$ cat src/design/rau_pkg.sv
// ----------------------------------------------------------------------------
// rau_pkg
// Shared types, command codes and controller interface for the rational ALU.
// ----------------------------------------------------------------------------
`default_nettype none
package rau_pkg;

  localparam int unsigned OperandWidth = 32;
  localparam int unsigned DenWidth     = OperandWidth - 1;
  localparam int unsigned ResWidth     = 64;
  localparam int unsigned CntWidth     = 6;

  localparam logic [2:0] CmdAdd  = 3'd0;
  localparam logic [2:0] CmdSub  = 3'd1;
  localparam logic [2:0] CmdMul  = 3'd2;
  localparam logic [2:0] CmdDiv  = 3'd3;
  localparam logic [2:0] CmdCmp  = 3'd4;
  localparam logic [2:0] CmdRed  = 3'd5;
  localparam logic [2:0] CmdFlip = 3'd6;

  typedef struct packed {
    logic [2:0]                 command;
    logic signed [OperandWidth-1:0] a_num;
    logic [DenWidth-1:0]        a_den;
    logic signed [OperandWidth-1:0] b_num;
    logic [DenWidth-1:0]        b_den;
  } rau_in_t;

  typedef struct packed {
    logic signed [ResWidth-1:0] res_num;
    logic signed [ResWidth-1:0] res_den;
    logic                       is_less;
    logic                       is_greater;
    logic                       is_equal;
    logic                       error;
  } rau_out_t;

  // controller -> datapath
  typedef struct packed {
    logic load;     // capture operands
    logic mul;      // compute products
    logic fin;      // form result for non-reduce commands and trivial reduce
    logic gcd_step; // one binary gcd step
    logic div_init; // start both quotient divisions
    logic div_step; // one restoring division bit
    logic red_fin;  // form reduce result
  } rau_cmd_t;

  // datapath -> controller
  typedef struct packed {
    logic is_reduce;
    logic red_trivial;
    logic gcd_done;
  } rau_sts_t;

endpackage
`default_nettype wire

$ cat src/design/rau_ctrl.sv
// ----------------------------------------------------------------------------
// rau_ctrl
// Sequencer: operand load, products, gcd loop, division loop, result hold.
// ----------------------------------------------------------------------------
`default_nettype none
module rau_ctrl (
  input  wire                 clk_i,
  input  wire                 rst_ni,
  input  wire                 in_valid_i,
  output logic                in_stall_o,
  output logic                out_valid_o,
  input  wire                 out_stall_i,
  input  rau_pkg::rau_sts_t   sts_i,
  output rau_pkg::rau_cmd_t   cmd_o
);
  import rau_pkg::*;

  localparam logic [2:0] StIdle = 3'd0;
  localparam logic [2:0] StMul  = 3'd1;
  localparam logic [2:0] StSel  = 3'd2;
  localparam logic [2:0] StGcd  = 3'd3;
  localparam logic [2:0] StDiv  = 3'd4;
  localparam logic [2:0] StOut  = 3'd5;

  logic [2:0]          state_q, state_d;
  logic [CntWidth-1:0] cnt_q, cnt_d;

  assign in_stall_o  = (state_q != StIdle);
  assign out_valid_o = (state_q == StOut);

  always_comb begin
    state_d = state_q;
    cnt_d   = cnt_q;
    cmd_o   = '0;
    case (state_q)
      StIdle: begin
        if (in_valid_i) begin
          cmd_o.load = 1'b1;
          state_d    = StMul;
        end
      end
      StMul: begin
        cmd_o.mul = 1'b1;
        state_d   = StSel;
      end
      StSel: begin
        if (sts_i.is_reduce && !sts_i.red_trivial) begin
          state_d = StGcd;
        end else begin
          cmd_o.fin = 1'b1;
          state_d   = StOut;
        end
      end
      StGcd: begin
        if (sts_i.gcd_done) begin
          cmd_o.div_init = 1'b1;
          cnt_d          = '0;
          state_d        = StDiv;
        end else begin
          cmd_o.gcd_step = 1'b1;
        end
      end
      StDiv: begin
        if (cnt_q == CntWidth'(OperandWidth)) begin
          cmd_o.red_fin = 1'b1;
          state_d       = StOut;
        end else begin
          cmd_o.div_step = 1'b1;
          cnt_d          = cnt_q + 1'b1;
        end
      end
      StOut: begin
        if (!out_stall_i) state_d = StIdle;
      end
      default: state_d = StIdle;
    endcase
  end

  always_ff @(posedge clk_i or negedge rst_ni) begin
    if (!rst_ni) begin
      state_q <= StIdle;
      cnt_q   <= '0;
    end else begin
      state_q <= state_d;
      cnt_q   <= cnt_d;
    end
  end
endmodule
`default_nettype wire

$ cat config.mk
export PLATFORM = sky130hd
export DESIGN_NAME = rau_ctrl
export DESIGN_NICKNAME = d
export VERILOG_FILES = /design/src/design/rau_pkg.sv /design/src/design/rau_ctrl.sv
export SDC_FILE = /design/constraint.sdc
export NUM_CORES = 1
export LEC_CHECK = 0
export ABC_AREA = 1
export BUFFER_PORTS_ARGS = -buffer_cell sky130_fd_sc_hd__buf_2
export CELL_PAD_IN_SITES_DETAIL_PLACEMENT = 2
export CELL_PAD_IN_SITES_GLOBAL_PLACEMENT = 2
export CORE_MARGIN = 2
export CORE_UTILIZATION = 29
export CTS_BUF_LIST = sky130_fd_sc_hd__clkbuf_4 sky130_fd_sc_hd__clkbuf_8 sky130_fd_sc_hd__clkbuf_16
export CTS_CLUSTER_SIZE = 14
export DETAILED_ROUTE_END_ITERATION = 10
export GPL_ROUTABILITY_DRIVEN = 0
export PLACE_DENSITY_LB_ADDON = 0.1
export RECOVER_POWER = 25
export SETUP_SLACK_MARGIN = 0.3
export SYNTH_ARGS = -nofsm -noshare
export SYNTH_HDL_FRONTEND = slang
export SYNTH_SLANG_ARGS = --single-unit
$ cat constraint.sdc
create_clock -name clk_i -period 2.2 [get_ports clk_i]
set_input_delay 0.11 -clock clk_i [delete_from_list [all_inputs] [get_ports clk_i]]
set_output_delay 0.11 -clock clk_i [all_outputs]
set_load 0.03 [all_outputs]
* After elaboration in Yosys (flattened, before gate mapping)
Cells that the tools add are included.
** Operators by class
- Muxes and demuxes :: 20
- Equal/unequal tests :: 11
- Reductions and logical operators :: 7
- $add $sub $neg :: 1
** Operators with widths (count)
- $pmux W3 S6 :: 1
- $mux W3 :: 5
- $mux W6 :: 2
- $pmux W6 S2 :: 1
- $ne A2 B2 Y1 const B :: 5
- $mux W1 :: 9
- $add A6 B1 Y6 const B :: 1
- $eq A3 B2 Y1 const B :: 2
- $eq A3 B3 Y1 const B :: 2
- $eq A6 B6 Y1 const B :: 1
- $mux W2 :: 2
- $reduce_and A4 Y1 :: 1
- $eq A3 B1 Y1 const B :: 1
- $logic_not A3 Y1 :: 1
- $reduce_and A3 Y1 :: 1
- $reduce_bool A3 Y1 :: 1
- $reduce_bool A2 Y1 :: 1
- $logic_and A1 B1 Y1 :: 1
- $logic_not A1 Y1 :: 1
** Word-level totals
- Output and inout port bits :: 9
- Register bits after elaboration :: 9

* Depth between registers and ports, before layout
- Depth after elaboration :: 4
- Depth in mapped cells :: 9
- Depth with buffers taken out :: 9

* Least setup slack after synthesis
OpenSTA, ideal clock, no wires.
- Kind :: register -> register
- Start :: reg cnt_q[0]
- End :: reg cnt_q[0]
- Arrival time :: 1.329 ns
- Path slack :: 0.749 ns
- Cell stages (with the launch flop) :: 10
- Period minus slack after synthesis :: 1.451 ns
- Buffers on the path :: 0
- Setup time :: 0.121 ns
- Path through :: dfrtp_1 > inv_1 > ha_1 > nand2_1 > inv_1 > nand3_1 > nor2_2 > nor2_4 > nand2_1 > o21ai_1
** Between the ends
- Cells in the longest elaborated chain, start to end :: 3
- Elaborated cells between the ends (all ways) :: 6
- Classes of those cells :: 1 x add/sub; 2 x eq/ne; 2 x mux; 1 x reduce/logical
** RTL lines
- from (decl) :: RTL line rau_ctrl.sv:26 : logic [CntWidth-1:0] cnt_q, cnt_d;
- from (signal assigned) :: RTL line rau_ctrl.sv:85 : cnt_q <= cnt_d;
- $add A6 B1 Y6 / $eq A6 B6 Y1 (equally long branches) :: RTL line rau_ctrl.sv:69, rau_ctrl.sv:64
- $mux W6 / $ne A2 B2 Y1 (equally long branches)
- $pmux W6 S2 / $reduce_and A3 Y1 (equally long branches)
Parallel ways exist; a longest one is shown, timed or not. The select of a mux whose other input is x is not followed.
A chain may end at the register's enable or synchronous reset.

==> key figures <==
STA
  – RSZ-0062 raised after global routing: no
  – Minimum clock period: 1.68 ns
  – Normalized max-slew margin: 66.0%
  – Fmax: 0.596 GHz
  – Slew @ Worst Pin: 0.511 ns
  – Final Skew: 0.00486 ns
  – Final Hold Fails: 0
  – Final Setup Violations: 0
  – Setup tns final: 0 ns
  – Period utilization: 76.3%
  – Final Max Tran Viols: 0

Clocking
  – Htree depth: 1
  – CTS Sinks: 9
  – Num CTS Buffers: 3
  – Clk buf depth: 2
  – CTS tree: built
  – Clock root buffer: clkbuf_4
  – Clk Latency, worst-skew pair: 0.27 ns
  – CTS clk-pin slew, worst paths: 0.07 ns
  – Post_cts resized: 0

Setup path
  – Worst reg2reg path depth: 9
  – Family with the most delay on the worst path: buffers and inverters
  – Instance count on the critical path: 7
  – Setup crit end: cmd_o[0]
  – Reg2Reg Launch Point: cnt_q[0]
  – Buf/Inv on CP: 3
  – Critical Path RT: 2.09 ns
  – Crit. End Element: output pin
  – FF-to-FF setup slack: 0.78 ns
  – Worst setup path startpoint: cnt_q[0]
  – Setup crit start kind: flip-flop
  – Max FO, Critical Path: 4
  – Slowest Stage Delay on Critical Path: 0.41 ns
  – Critical Path, Cell by Cell: inv_1 > ha_1 > nand2_1 > inv_1 > nand3_1 > nor2_2 > buf_2
  – Slowest CP cell: dfrtp_1
  – Reg2reg end: cnt_q[0]
  – WP data arrival: 1.57 ns
  – Critical path class: reg2out
  – Most used cell, CP: inv_1

Detailed routing
  – Via density: 4.81
  – Routed length per instance: 12.9 um
  – Final wirelength: 1990 um
  – DR vias: 745
  – Initial DRC count: 7
  – DRC Markers: 0
  – First-pass iteration count of the detailed router: 3
  – Final ANT Viol Nets: 0

Die
  – Initial core utilization: 30.9%
  – Die Y: 52.5 um
  – I/O Pins: 16
  – Die Wd: 52.5 um
  – Area of the die: 2760 um^2
  – Core area: 2210 um^2
  – Cell row count: 17

Pwr
  – Combinational share of power: 56.5%
  – Net Switching: 0.000567 W
  – Clock Power Share: 12.5%
  – Leakage power: 0.496 nW
  – Power Density: 1250 nW/um^2
  – Cell internal pwr: 0.000470 W
  – Sequential power share: 31.0%
  – Max IR drop VDD: 0.500 mV
  – Net Sw Frac: 54.7%

Yosys
  – Top_reg_cell synth: dfrtp_1
  – Warnings, synthesis: 0
  – Syn nets: 116
  – Largest area contributor in the netlist: dfrtp_1
  – Top cells by count, synth: 29 x nand2_1, 18 x inv_1, 17 x nor2_1, 11 x nand3_1, 9 x dfrtp_1
  – Synth top area share: 33.0%
  – Mapped Area: 683 um^2
  – Synthesized area per cell: 6.38 um^2
  – Yosys reg bits: 9
  – Mapped Cells: 107
  – Post-synth cell types: 19
  – Post-synth ARST share: 100%
  – Synth top area cells: dfrtp_1 33%, nand2_1 16%, inv_1 9.9%, nor2_1 9.3%, nand3_1 8.1%
  – Most numerous cell in the Yosys netlist: nand2_1
  – Register area share after synthesis: 33.0%
  – Post-synth EDFFs: 0

Cells and area
  – Fin cells: 155
  – Antenna diodes: 0
  – Share of cells above drive strength 1: 21.3%
  – Area Overhead vs Synth: 21.4%
  – Nets: 137
  – Final instance area: 830 um^2
  – Filler cells: 289

Place
  – Placed cell count: 150
  – Post-DP HPWL: 1600 um
  – Port Buffers: 15
  – Dpl cell area: 793 um^2

Global routing
  – Vias in the first global route: 758
  – Largest net degree at the start of global routing: 10
  – Gr usage total: 17.6%
  – Grt ovf: 0
  – First-pass GRT wire length: 3530 um
  – Antenna violations before repair: 0

Job
  – Max cap viols: 0

Min path
  – Hold/Removal Path Class: in2reg

Status
  – Status: finished, final reports clean
[through the flow]
step | util, % | total power [W] | hold WS (ns) | setup WS, ns
floorplan | - | 0.000743 | -0.186 | 0.749
global placement | 35.9 | 0.000895 | -0.0131 | 0.826
detailed placement | 35.9 | 0.000914 | -0.0130 | 0.789
CTS | 37.6 | 0.00106 | 0.144 | 0.501
global route | 37.5 | 0.00115 | 0.199 | 0.407
finish | 37.5 | 0.00104 | 0.151 | 0.522
[power groups by stage]
stage / Combinational (W) / Clock [W] / Sequential (W)
after floorplan: 0.000444 / 0 / 0.000299
after global placement: 0.000574 / 0 / 0.000322
after detailed placement: 0.000590 / 0 / 0.000324
after CTS: 0.000601 / 0.000136 / 0.000321
after global routing: 0.000671 / 0.000140 / 0.000335
final: 0.000585 / 0.000130 / 0.000322
[logic make-up (layout without fill, tap and decap cells)]
group,count (synthesis),in the layout,share of synthesized area (%)
AND/OR/NAND/NOR,68,68,45.6
buffers and inverters,19,39,10.4
flip-flops,9,9,33.0
AO/OA/AOI/OAI,9,9,7.33
adder cells (fa/ha/maj),2,2,3.66
[placed cells by master (no fill, tap or decap), drive strengths merged]
cell / instances
nor2: 20
clkbuf: 4
dfrtp: 9
buf: 14
nor3: 1
o211ai: 1
clkinv: 1
a21oi: 2
inv: 19
ha: 2
dlygate4sd3: 1
nand3: 11
o21bai: 1
nand2: 34
nand4: 1
nor3b: 1
o21ai: 5
[how the worst min path moves through the flow]
stage,from,slack (ns),to,cells past startpoint
2_1_floorplan,rst_ni,-0.19,cnt_q[0],0
3_3_place_gp,rst_ni,-0.01,state_q[1],1
3_5_place_dp,rst_ni,-0.01,state_q[1],1
4_1_cts,sts_i[1],0.14,state_q[1],4
5_1_grt,sts_i[1],0.20,state_q[1],4
6_report,sts_i[1],0.15,state_q[1],4
[flip-flops by register name, summed over array words and instances, names as in the netlist]
register and flops:
cnt_q 6, state_q 3
[area by class of cell]
| cell class | count | area (um^2) | share of cell area (%) |
|---|---|---|---|
| flip-flops and latches | 9 | 225 | 27.1 |
| multi-input cells | 79 | 387 | 46.6 |
| repair buffers | 16 | 83.8 | 10.1 |
| clock inverters | 1 | 5.00 | 0.603 |
| inverters | 19 | 71.3 | 8.60 |
| well taps | 28 | 35.0 | 4.22 |
| clock buffers | 3 | 22.5 | 2.71 |
[repair_timing]
item | 4_1_cts | 5_1_grt
hold buffers | 1 | 0
setup buffers | 0 | 0
endpoints found under the hold margin | 9 | 0
[worst reg2reg max path, stage by stage, from the launching register on]
cell and delay, ns:
dfrtp_1 0.41, inv_1 0.12, ha_1 0.16, nand2_1 0.07, inv_1 0.07, nand3_1 0.09, nor2_2 0.17, nor2_4 0.07
nand2_1 0.07, o21ai_1 0.08
[routing by layer]
layer  vias to the layer above  share of wire (%)  global-route usage, %
met3                         2                3.2                   4.29
met2                        12                 44                   27.1
met5                         -                  0                      0
met4                         0               0.60                   5.13
met1                       358                 52                   24.3
li1                        373                  -                      -
(Power assumes the default switching activity.)
